File: src/sv/rrd_pkg.sv
// ----------------------------------------------------------------------------
// Rice residual decoder package
// Shared types and constants for the controller, the datapath and the top.
// ----------------------------------------------------------------------------
package rrd_pkg;

	// Bitstream word width and the width of a bit position within a word.
	localparam int WORD_W = 32;
	localparam int POS_W  = 6;

	// Configuration register widths.
	localparam int K_W     = 5;
	localparam int COUNT_W = 16;
	localparam int OFFS_W  = 5;
	localparam int CFG_IDX_W  = 2;
	localparam int CFG_DATA_W = 16;

	// Configuration register indexes.
	localparam logic [CFG_IDX_W-1:0] CFG_RICE_PARAM   = 2'd0;
	localparam logic [CFG_IDX_W-1:0] CFG_VALUE_COUNT  = 2'd1;
	localparam logic [CFG_IDX_W-1:0] CFG_START_OFFSET = 2'd2;

	// Controller states.
	typedef enum logic [1:0] {
		ST_IDLE,
		ST_RUN,
		ST_FLUSH
	} state_t;

	// Commands from the controller to the datapath.
	typedef struct packed {
		logic load;   // take in a new stream word
		logic step;   // run one decode step on the current word
		logic flush;  // send the held result out as the last of its word
	} ctrl_cmd_t;

	// Status from the datapath to the controller.
	typedef struct packed {
		logic hold_valid;   // a decoded result waits in the hold register
		logic out_blocked;  // output register is full and stalled
		logic word_done;    // the step under way finishes the current word
	} dp_sts_t;

endpackage

File: src/sv/rice_residual_decoder_unit.sv
// Latency: a decoded result waits in a hold register until the next code of
// its word completes or the flush cycle of its word, then shows on the outputs.
// Flow: one stream word at a time runs through a load, its decode steps
// (one per unary run and one per remainder piece) and a flush; output stalls hold it.
// Reset: arst_n clears all control state at once; the registers return to
// k = 0, count = 1, offset = 0 and the next word starts a new job.
// ----------------------------------------------------------------------------
// Rice residual decoder unit
// Decodes signed Rice codes from 32-bit big-endian stream words and emits
// one residual per item with job and word end markers.
// ----------------------------------------------------------------------------
module rice_residual_decoder_unit (
	input  logic                              clk,
	input  logic                              arst_n,
	input  logic                              in_valid,
	output logic                              in_stall,
	input  logic [rrd_pkg::WORD_W-1:0]        stream_word,
	output logic                              out_valid,
	input  logic                              out_stall,
	output logic signed [rrd_pkg::WORD_W-1:0] residual,
	output logic                              last_of_block,
	output logic                              last_in_word,
	output logic [rrd_pkg::POS_W-1:0]         end_bit_offset,
	input  logic                              cfg_valid,
	output logic                              cfg_ready,
	input  logic [rrd_pkg::CFG_IDX_W-1:0]     cfg_index,
	input  logic [rrd_pkg::CFG_DATA_W-1:0]    cfg_data
);
	import rrd_pkg::*;

	ctrl_cmd_t cmd;
	dp_sts_t   sts;

	// Register writes are always taken.
	assign cfg_ready = 1'b1;

	// Sequencer.
	rrd_ctrl u_ctrl (
		.clk      (clk),
		.arst_n   (arst_n),
		.in_valid (in_valid),
		.in_stall (in_stall),
		.sts      (sts),
		.cmd      (cmd)
	);

	// Decode datapath and output register.
	rrd_datapath u_datapath (
		.clk            (clk),
		.arst_n         (arst_n),
		.cmd            (cmd),
		.sts            (sts),
		.cfg_we         (cfg_valid && cfg_ready),
		.cfg_index      (cfg_index),
		.cfg_data       (cfg_data),
		.stream_word    (stream_word),
		.out_valid      (out_valid),
		.out_stall      (out_stall),
		.residual       (residual),
		.last_of_block  (last_of_block),
		.last_in_word   (last_in_word),
		.end_bit_offset (end_bit_offset)
	);

endmodule

File: src/sv/rrd_datapath.sv
// ----------------------------------------------------------------------------
// Rice residual decoder datapath
// Holds the configuration, the current word, the partial code state, one
// held result and the output register. Runs one decode step per command.
// ----------------------------------------------------------------------------
module rrd_datapath (
	input  logic                              clk,
	input  logic                              arst_n,
	input  rrd_pkg::ctrl_cmd_t                cmd,
	output rrd_pkg::dp_sts_t                  sts,
	input  logic                              cfg_we,
	input  logic [rrd_pkg::CFG_IDX_W-1:0]     cfg_index,
	input  logic [rrd_pkg::CFG_DATA_W-1:0]    cfg_data,
	input  logic [rrd_pkg::WORD_W-1:0]        stream_word,
	output logic                              out_valid,
	input  logic                              out_stall,
	output logic signed [rrd_pkg::WORD_W-1:0] residual,
	output logic                              last_of_block,
	output logic                              last_in_word,
	output logic [rrd_pkg::POS_W-1:0]         end_bit_offset
);
	import rrd_pkg::*;

	// Leading zero count by halving, five dependent steps.
	function automatic logic [4:0] lzc(input logic [WORD_W-1:0] v);
		logic [WORD_W-1:0] t;
		logic [4:0]        n;
		t = v;
		n = '0;
		if (t[31:16] == '0) begin
			n[4] = 1'b1;
			t = t << 16;
		end
		if (t[31:24] == '0) begin
			n[3] = 1'b1;
			t = t << 8;
		end
		if (t[31:28] == '0) begin
			n[2] = 1'b1;
			t = t << 4;
		end
		if (t[31:30] == '0) begin
			n[1] = 1'b1;
			t = t << 2;
		end
		if (t[31] == 1'b0) begin
			n[0] = 1'b1;
		end
		return n;
	endfunction

	// Configuration registers.
	logic [K_W-1:0]     k_q;
	logic [COUNT_W-1:0] count_q;
	logic [OFFS_W-1:0]  offs_q;

	// Decode state.
	logic [WORD_W-1:0]  cur_q;
	logic [POS_W-1:0]   pos_q;
	logic [WORD_W-1:0]  quot_q;
	logic [WORD_W-1:0]  rem_q;
	logic [K_W-1:0]     bits_left_q;
	logic               rphase_q;
	logic [COUNT_W-1:0] values_left_q;
	logic               first_pend_q;

	// Held result and output register.
	logic               hold_valid_q;
	logic [WORD_W-1:0]  hold_res_q;
	logic               hold_lob_q;
	logic [POS_W-1:0]   hold_end_q;
	logic               out_valid_q;
	logic [WORD_W-1:0]  out_res_q;
	logic               out_lob_q;
	logic               out_liw_q;
	logic [POS_W-1:0]   out_end_q;

	// Step results.
	logic [POS_W-1:0]   avail;
	logic [4:0]         lz;
	logic [K_W-1:0]     n_bits;
	logic [POS_W-1:0]   pos_n;
	logic [WORD_W-1:0]  cur_n;
	logic [WORD_W-1:0]  quot_n;
	logic [WORD_W-1:0]  rem_n;
	logic [K_W-1:0]     bl_n;
	logic               rph_n;
	logic               emit;
	logic               last;
	logic [WORD_W-1:0]  u;
	logic [WORD_W-1:0]  res;
	logic [COUNT_W-1:0] vl_n;
	logic               push;

	// One decode step: either a unary run or a piece of the remainder.
	always_comb begin
		avail  = 6'd32 - pos_q;
		lz     = lzc(cur_q);
		n_bits = (avail > {1'b0, bits_left_q}) ? bits_left_q : avail[K_W-1:0];
		pos_n  = pos_q;
		cur_n  = cur_q;
		quot_n = quot_q;
		rem_n  = rem_q;
		bl_n   = bits_left_q;
		rph_n  = rphase_q;
		emit   = 1'b0;
		if (!rphase_q) begin
			if (cur_q != '0) begin
				quot_n = quot_q + {27'd0, lz};
				pos_n  = pos_q + {1'b0, lz} + 6'd1;
				cur_n  = (cur_q << lz) << 1;
				rem_n  = '0;
				if (k_q == '0) begin
					emit = 1'b1;
				end else begin
					rph_n = 1'b1;
					bl_n  = k_q;
				end
			end else begin
				quot_n = quot_q + {26'd0, avail};
				pos_n  = 6'd32;
				cur_n  = '0;
			end
		end else begin
			rem_n = (rem_q << n_bits) | (cur_q >> (6'd32 - {1'b0, n_bits}));
			bl_n  = bits_left_q - n_bits;
			pos_n = pos_q + {1'b0, n_bits};
			cur_n = cur_q << n_bits;
			if (bl_n == '0) begin
				rph_n = 1'b0;
				emit  = 1'b1;
			end
		end
		// Rebuild the folded value and undo the zigzag mapping.
		u    = (quot_n << k_q) | rem_n;
		res  = (u >> 1) ^ {WORD_W{u[0]}};
		vl_n = values_left_q - 16'd1;
		last = (vl_n == '0);
	end

	// Status toward the controller.
	always_comb begin
		sts.hold_valid  = hold_valid_q;
		sts.out_blocked = out_valid_q && out_stall;
		sts.word_done   = (pos_n == 6'd32) || (emit && last);
	end

	// The output register is loaded from the hold register.
	assign push = hold_valid_q && ((cmd.step && emit) || cmd.flush);

	// Control state with reset.
	always_ff @(posedge clk or negedge arst_n) begin
		if (!arst_n) begin
			k_q           <= '0;
			count_q       <= 16'd1;
			offs_q        <= '0;
			pos_q         <= '0;
			quot_q        <= '0;
			rem_q         <= '0;
			bits_left_q   <= '0;
			rphase_q      <= 1'b0;
			values_left_q <= '0;
			first_pend_q  <= 1'b1;
			hold_valid_q  <= 1'b0;
			out_valid_q   <= 1'b0;
		end else begin
			if (cfg_we) begin
				unique case (cfg_index)
					CFG_RICE_PARAM:   k_q     <= cfg_data[K_W-1:0];
					CFG_VALUE_COUNT:  count_q <= cfg_data;
					CFG_START_OFFSET: offs_q  <= cfg_data[OFFS_W-1:0];
					default: ;
				endcase
			end
			if (cmd.load) begin
				if (first_pend_q) begin
					pos_q         <= {1'b0, offs_q};
					values_left_q <= count_q;
					first_pend_q  <= 1'b0;
				end else begin
					pos_q <= '0;
				end
			end
			if (cmd.step) begin
				pos_q <= pos_n;
				if (emit) begin
					quot_q        <= '0;
					rem_q         <= '0;
					bits_left_q   <= '0;
					rphase_q      <= 1'b0;
					values_left_q <= vl_n;
					hold_valid_q  <= 1'b1;
					if (last) begin
						first_pend_q <= 1'b1;
					end
				end else begin
					quot_q      <= quot_n;
					rem_q       <= rem_n;
					bits_left_q <= bl_n;
					rphase_q    <= rph_n;
				end
			end
			if (cmd.flush) begin
				hold_valid_q <= 1'b0;
			end
			if (push) begin
				out_valid_q <= 1'b1;
			end else if (!out_stall) begin
				out_valid_q <= 1'b0;
			end
		end
	end

	// Word and result payload, no reset.
	always_ff @(posedge clk) begin
		if (cmd.load) begin
			cur_q <= first_pend_q ? (stream_word << offs_q) : stream_word;
		end
		if (cmd.step) begin
			cur_q <= cur_n;
			if (emit) begin
				hold_res_q <= res;
				hold_lob_q <= last;
				hold_end_q <= pos_n;
			end
		end
		if (push) begin
			out_res_q <= hold_res_q;
			out_lob_q <= hold_lob_q;
			out_liw_q <= cmd.flush;
			out_end_q <= hold_end_q;
		end
	end

	assign out_valid      = out_valid_q;
	assign residual       = out_res_q;
	assign last_of_block  = out_lob_q;
	assign last_in_word   = out_liw_q;
	assign end_bit_offset = out_end_q;

	// The bit position never runs past the end of a word.
	a_pos_range: assert property (@(posedge clk) disable iff (!arst_n)
		pos_q <= 6'd32)
		else $error("bit position beyond word end");

	// A remainder under way always has bits still to read.
	a_rem_bits: assert property (@(posedge clk) disable iff (!arst_n)
		rphase_q |-> bits_left_q != '0)
		else $error("remainder phase with no bits left");

	// A flush of a held result shows it as the last item of its word.
	a_flush_out: assert property (@(posedge clk) disable iff (!arst_n)
		cmd.flush && hold_valid_q |=> out_valid_q && out_liw_q && !hold_valid_q)
		else $error("flush did not present the held result");

	// A step never runs while the output register is full and stalled.
	a_step_free: assert property (@(posedge clk) disable iff (!arst_n)
		cmd.step |-> !(out_valid_q && out_stall))
		else $error("decode step while output blocked");

endmodule

File: src/sv/rrd_ctrl.sv
// ----------------------------------------------------------------------------
// Rice residual decoder controller
// Sequences one stream word at a time: load, decode steps, flush.
// ----------------------------------------------------------------------------
module rrd_ctrl (
	input  logic                clk,
	input  logic                arst_n,
	input  logic                in_valid,
	output logic                in_stall,
	input  rrd_pkg::dp_sts_t    sts,
	output rrd_pkg::ctrl_cmd_t  cmd
);
	import rrd_pkg::*;

	state_t state_q;
	state_t state_n;

	// Next state.
	always_comb begin
		state_n = state_q;
		unique case (state_q)
			ST_IDLE: begin
				if (in_valid) begin
					state_n = ST_RUN;
				end
			end
			ST_RUN: begin
				if (!sts.out_blocked && sts.word_done) begin
					state_n = ST_FLUSH;
				end
			end
			ST_FLUSH: begin
				if (!sts.hold_valid || !sts.out_blocked) begin
					state_n = ST_IDLE;
				end
			end
			default: state_n = ST_IDLE;
		endcase
	end

	// Commands and input handshake.
	always_comb begin
		cmd      = '0;
		in_stall = 1'b1;
		unique case (state_q)
			ST_IDLE: begin
				in_stall = 1'b0;
				cmd.load = in_valid;
			end
			ST_RUN: begin
				cmd.step = !sts.out_blocked;
			end
			ST_FLUSH: begin
				cmd.flush = sts.hold_valid && !sts.out_blocked;
			end
			default: ;
		endcase
	end

	// State register.
	always_ff @(posedge clk or negedge arst_n) begin
		if (!arst_n) begin
			state_q <= ST_IDLE;
		end else begin
			state_q <= state_n;
		end
	end

endmodule

File: config.mk
export PLATFORM = sky130hd
export DESIGN_NAME = rice_residual_decoder_unit
export DESIGN_NICKNAME = d
export VERILOG_FILES = /design/src/sv/rrd_pkg.sv /design/src/sv/rice_residual_decoder_unit.sv /design/src/sv/rrd_datapath.sv /design/src/sv/rrd_ctrl.sv
export SDC_FILE = /design/constraint.sdc
export NUM_CORES = 1
export LEC_CHECK = 0
export ABC_AREA = 1
export BUFFER_PORTS_ARGS = -buffer_cell sky130_fd_sc_hd__buf_2
export CAP_MARGIN = 20
export CORE_UTILIZATION = 45
export CTS_CLUSTER_SIZE = 25
export DETAILED_ROUTE_END_ITERATION = 7
export GPL_TIMING_DRIVEN = 1
export PLACE_DENSITY = 0.59
export SLEW_MARGIN = 10
export SYNTH_ARGS = -nofsm -noshare
export SYNTH_HDL_FRONTEND = slang
export SYNTH_HIERARCHICAL = 1
export SYNTH_SLANG_ARGS = --single-unit
export TNS_END_PERCENT = 20
File: constraint.sdc
create_clock -name clk -period 9.44 [get_ports clk]
set_clock_uncertainty 0.05 [all_clocks]
set_input_delay 1.888 -clock clk [delete_from_list [all_inputs] [get_ports clk]]
set_output_delay 1.888 -clock clk [all_outputs]
set_load 0.02 [all_outputs]
==> results.cfg, run 1 <==
[drt]
routed_via_density = 6.14
drt_iter0_markers = 3236
vias = 24853
routed_wl_mm = 88.4
drcViolationCount = 11
dr.pass1.iters = 8
antenna_left = 0
wl_per_cell_um = 21.9

[global_routing]
grt-ovfl-total = 0
grt_max_degree = 81
grt.total_usage = 0.346
grt_pass1_wl_mm = 134
grt_pass1_vias = 22345
antenna_found_initial = 4

[clocking]
ctsResizeCount = 0
max-clock-path-buffers = 3
root_buffer = clkbuf_16
cts_buffers = 28
htreeDepth = 1
hold_buffers = 0
cts_setup_buffers = 0
clk_pin_slew_ps = 60
clkSinkCount = 234
cts_tree = done
clk_latency_ps = 570

[yosys]
yosysWarnings = 6
ys_ff_latch = 234
synth_edf_count = 111
synthArstFlopShare = 0.526
ys_seq_area_frac = 0.291
syn_inst = 3466
yosys-top-cells-area = nand2_1, edfxtp_1, dfrtp_1
synthesis.nets = 3552
yosysMostFrequentCell = nand2_1
synth_area_per_cell_um2 = 6.36
synth_top_area_frac = 0.168
synthTopCellsByCount = nand2_1, nand3_1, o21ai_0
netlist_area_mm2 = 0.0220
synth_area_leader_cell = nand2_1
synth_flop_cell = dfrtp_1
synth.distinct_cells = 69

[critical_path]
cp_max_fo = 72
path_class = register to register
cp_top_family = buffers and inverters
reg2regPathDepth = 27
slowest_delay_ps = 690
crit_buf_inv = 7
crit_path_frequent_cell = nand2_1
rrSetupSlack_ps = 2670
cp.arrival_ps = 7130
r2r_end = u_datapath/hold_res_q[15]
crit_path_end_kind = register
cp_slowest_cell = inv_2
cp-start-kind = register
required_ps = 9800
rr_startpoint = u_datapath/pos_q[0]

[cells_and_area]
stdcell_count = 4046
finish.utilization = 0.491
nets = 3495
nFillCells = 5026
diodes = 0
drive_gt1_frac = 0.0863
area_delta_synth_final_pct = 6.96

[sta]
hold_viol_final = 0
finalSetupTns_ps = 0
clock.fmax_ghz = 0.148
period_share = 0.717
worst_pin_slew_ps = 1090
min_period_ps = 6770
setup_viol = 0
final.setup.worst_slack_ps = 2670
rsz0062_at_grt = no
slew_headroom = 0.273
drv_slew = 0

[die]
num_rows = 80
die_y_um = 223
die_w_um = 223
initial_core_util = 0.459
dieArea_mm2 = 0.0499
core-area_mm2 = 0.0480
ios = 98

[hold_path]
holdPathEnd = u_datapath/last_of_block
min-delay-start = u_datapath/hold_lob_q
holdPathStages = 0
hold_class = register to register

[run_status]
violations = design-rule violations
outcome = finished with violations

[place]
placed_cells = 3993
pre_cts_ws_ps = 2880
hpwlAfterDp_mm = 66.5
gp_congestion = 1.02
port_buffers = 96

[flow_run]
maxCapViolCount = 0
layout by cell type (no fill, tap or decap), types with 7 or more instances in the layout:
| cell | instances |
|---|---|
| nor2_1 | 194 |
| o211ai_1 | 65 |
| xnor2_1 | 7 |
| buf_4 | 39 |
| nor3_1 | 29 |
| inv_1 | 248 |
| nand4_1 | 25 |
| o21ai_1 | 88 |
| nand2_1 | 987 |
| edfxtp_1 | 111 |
| a32oi_1 | 8 |
| a211oi_1 | 9 |
| xor2_1 | 41 |
| nor2_2 | 10 |
| buf_2 | 95 |
| clkbuf_16 | 29 |
| a31oi_1 | 28 |
| o22ai_1 | 51 |
| nor4_1 | 13 |
| or2_2 | 36 |
| a22oi_1 | 12 |
| inv_2 | 27 |
| nand3_1 | 540 |
| a21oi_1 | 110 |
| mux2i_1 | 28 |
| o21ai_0 | 316 |
| clkinv_1 | 11 |
| ha_1 | 28 |
| dfrtp_1 | 120 |
| mux2_2 | 11 |
cells by family (layout without fill, tap and decap cells):
family | Yosys count | count (layout) | share of synthesized area
buf+inv | 505 | 470 | 0.0946
fa+ha+maj | 31 | 31 | 0.0186
flops | 234 | 234 | 0.291
compound gates | 730 | 730 | 0.188
other cells | 1 | 1 | 0.000170
xor+xnor | 50 | 50 | 0.0211
simple gates | 1876 | 1876 | 0.369
mux | 39 | 39 | 0.0183
how the worst max path moves through the flow:
| stage | from | endpoint | depth (start not counted) |
|---|---|---|---|
| 2_1_floorplan | u_datapath/pos_q[1] | u_datapath/end_bit_offset[0] | 25 |
| 3_3_place_gp | u_datapath/pos_q[0] | u_datapath/hold_res_q[15] | 27 |
| 3_5_place_dp | u_datapath/pos_q[1] | u_datapath/hold_res_q[16] | 27 |
| 4_1_cts | u_datapath/pos_q[1] | u_datapath/hold_res_q[16] | 27 |
| 5_1_grt | u_datapath/pos_q[1] | u_datapath/hold_res_q[5] | 27 |
| 6_report | u_datapath/pos_q[0] | u_datapath/hold_res_q[15] | 27 |
stage by stage:
step | hold slack [ps] | instance area (um2)
6_report | 362 | 23600
3_3_place_gp | 352 | 22600
3_5_place_dp | 355 | 22600
5_1_grt | 370 | 23600
4_1_cts | 366 | 23600
2_1_floorplan | 350 | 22000
state kept, by name, indices dropped and copies added (netlist names), 6 cells and up:
register and count:
u_datapath/cur_q 32, u_datapath/hold_res_q 32, u_datapath/quot_q 32, u_datapath/rem_q 32, u_datapath/residual 32, u_datapath/count_q 16
u_datapath/values_left_q 16, u_datapath/end_bit_offset 6, u_datapath/hold_end_q 6, u_datapath/pos_q 6
worst reg2reg max path: stages (launching register included):
cell	delay [ps]
dfrtp_1	500
inv_2	140
ha_1	230
nand3_1	120
xor2_1	370
inv_1	130
ha_1	320
nand2_1	50
o21ai_0	200
nand2_2	210
inv_2	150
nand2_1	100
o21ai_4	70
buf_4	510
inv_4	490
nand2_1	170
nand2_1	540
inv_2	700
nand2_1	150
nand3_1	90
nand2_1	120
nand2_1	90
nand4_1	80
nand2_1	190
nand2_4	290
inv_4	330
nand2_1	90
nand2_1	130
routing by layer:
metal,track usage,share of wire
met5,0,0.00036
met4,0.0848,0.027
met3,0.0766,0.11
met2,0.505,0.42
met1,0.514,0.44
area by class of cell:
class / instances / area, um2 / share of cell area
Clock buffer: 32 / 737 / 0.0312
Clock inverter: 20 / 224 / 0.00950
Inverter: 282 / 1060 / 0.0451
Multi-Input combinational cell: 2727 / 13600 / 0.576
Sequential cell: 234 / 6410 / 0.272
Tap cell: 615 / 769 / 0.0326
Timing Repair Buffer: 136 / 785 / 0.0333
Power of run 1 is not shown: default switching activity piles up to over one toggle a cycle in this logic, so the estimate is an artifact.
==> run 2, diff against run 1 <==
==> constraint.sdc (replaced) <==
create_clock -name clk -period 6.44 [get_ports clk]
set_clock_uncertainty 0.05 [all_clocks]
set_input_delay 1.288 -clock clk [delete_from_list [all_inputs] [get_ports clk]]
set_output_delay 1.288 -clock clk [all_outputs]
set_load 0.02 [all_outputs]
==> results.cfg, run 2 (same netlist as run 1, synthesis figures left out) <==
[run_status]
outcome = finished, final reports clean

[die]
ios = 98
initial_core_util = 0.459
die_y_um = 223
dieArea_mm2 = 0.0499
die_w_um = 223
num_rows = 80
core-area_mm2 = 0.0480

[place]
gp_congestion = 1.03
port_buffers = 96
hpwlAfterDp_mm = 67.3
dpl_cell_area_mm2 = 0.0227
placed_cells = 4006

[global_routing]
antenna_found_initial = 0
grt.total_usage = 0.354
grt_max_degree = 83
grt_pass1_vias = 22519
grt-ovfl-total = 0
grt_pass1_wl_mm = 136

[critical_path]
crit_path_frequent_cell = nand2_1
cp_max_fo = 43
required_ps = 6810
cp_slowest_cell = buf_4
cp-start-kind = register
path_class = register to register
cp.arrival_ps = 6010
slowest_delay_ps = 520
cp-startpoint = u_datapath/pos_q[0]
rr_startpoint = u_datapath/pos_q[0]
crit_path_end_kind = register

[sta]
worst_pin_slew_ps = 1170
drv_slew = 0
slew_headroom = 0.203
rsz0062_at_grt = no
hold_viol_final = 0
finalSetupTns_ps = 0
period_share = 0.877
clock.fmax_ghz = 0.177
min_period_ps = 5640
setup_viol = 0

[cells_and_area]
seqCellArea_mm2 = 0.00641
finish.utilization = 0.496
area_delta_synth_final_pct = 7.98
fin_area_mm2 = 0.0238
diodes = 0
stdcell_count = 4064
multi_input_area_mm2 = 0.0136
final_cell_mix = nand2_1, nand3_1, o21ai_0
drive_gt1_frac = 0.0908
nFillCells = 4972
nets = 3513
final_common_cell = nand2_1

[drt]
antenna_left = 0
drcViolationCount = 0
routed_wl_mm = 90.4
wl_per_cell_um = 22.2
drt_iter0_markers = 3244
routed_via_density = 6.14
dr.pass1.iters = 6
vias = 24959

[clocking]
clk_latency_ps = 580
hold_buffers = 0
cts_tree = done
cts_buffers = 29
cts_setup_buffers = 0
htreeDepth = 1
max-clock-path-buffers = 3
clk_pin_slew_ps = 60
ctsResizeCount = 0
root_buffer = clkbuf_16
clkSinkCount = 234

[flow_run]
maxCapViolCount = 0

[hold_path]
hold_class = register to register
min-delay-start = u_datapath/hold_end_q[5]
[run 2: changes by cell type in the layout (fill, tap and decap cells not counted), moves of 2 or more]
cell        delta
buf_4         +13
clkinvlp_4     +3
inv_8          -2
buf_16         +3
clkinv_1       -3
clkbuf_1       +3
[run 2: metal layers]
layer / part of all wire / track usage / vias to the layer above
met3: 0.092 / 0.0523 / 177
met4: 0.039 / 0.129 / 0
met2: 0.44 / 0.546 / 1347
li1: - / - / 11708
met5: 0 / 0 / -
met1: 0.43 / 0.500 / 11727
[run 2: area by class of cell]
type / instances / area share
Sequential cell: 234 / 0.269
Clock buffer: 36 / 0.0325
Tap cell: 615 / 0.0323
Multi-Input combinational cell: 2727 / 0.571
Inverter: 282 / 0.0447
Timing Repair Buffer: 153 / 0.0418
Clock inverter: 17 / 0.00857
[run 2: critical path: cells and delay by family (launching register included)]
family	cells	cell delay, ps
compound gates	5	560
xor+xnor	1	160
fa+ha+maj	2	690
simple gates	13	1850
buf+inv	7	1660
flops	1	490
[run 2: metrics by stage]
stage          hold slack, ps  worst slack, ps
6_report                  364              795
5_1_grt                   371              162
3_5_place_dp              355              858
4_1_cts                   365              851
3_3_place_gp              353              959
2_1_floorplan             350              559
[run 2: path summary, 6_finish.rpt]
path                                                end  slack (ps)  cells past startpoint
setup / recovery            u_datapath/values_left_q[8]         800                     28
hold / removal             u_datapath/end_bit_offset[5]         360                      0
setup reg to reg            u_datapath/values_left_q[8]         800                     28
hold reg to reg            u_datapath/end_bit_offset[5]         360                      0
max in group asynchronous   u_datapath/values_left_q[6]        4380                      2
min in group asynchronous          u_datapath/rem_q[21]         710                      1
Power of run 2 is left out for the same reason.
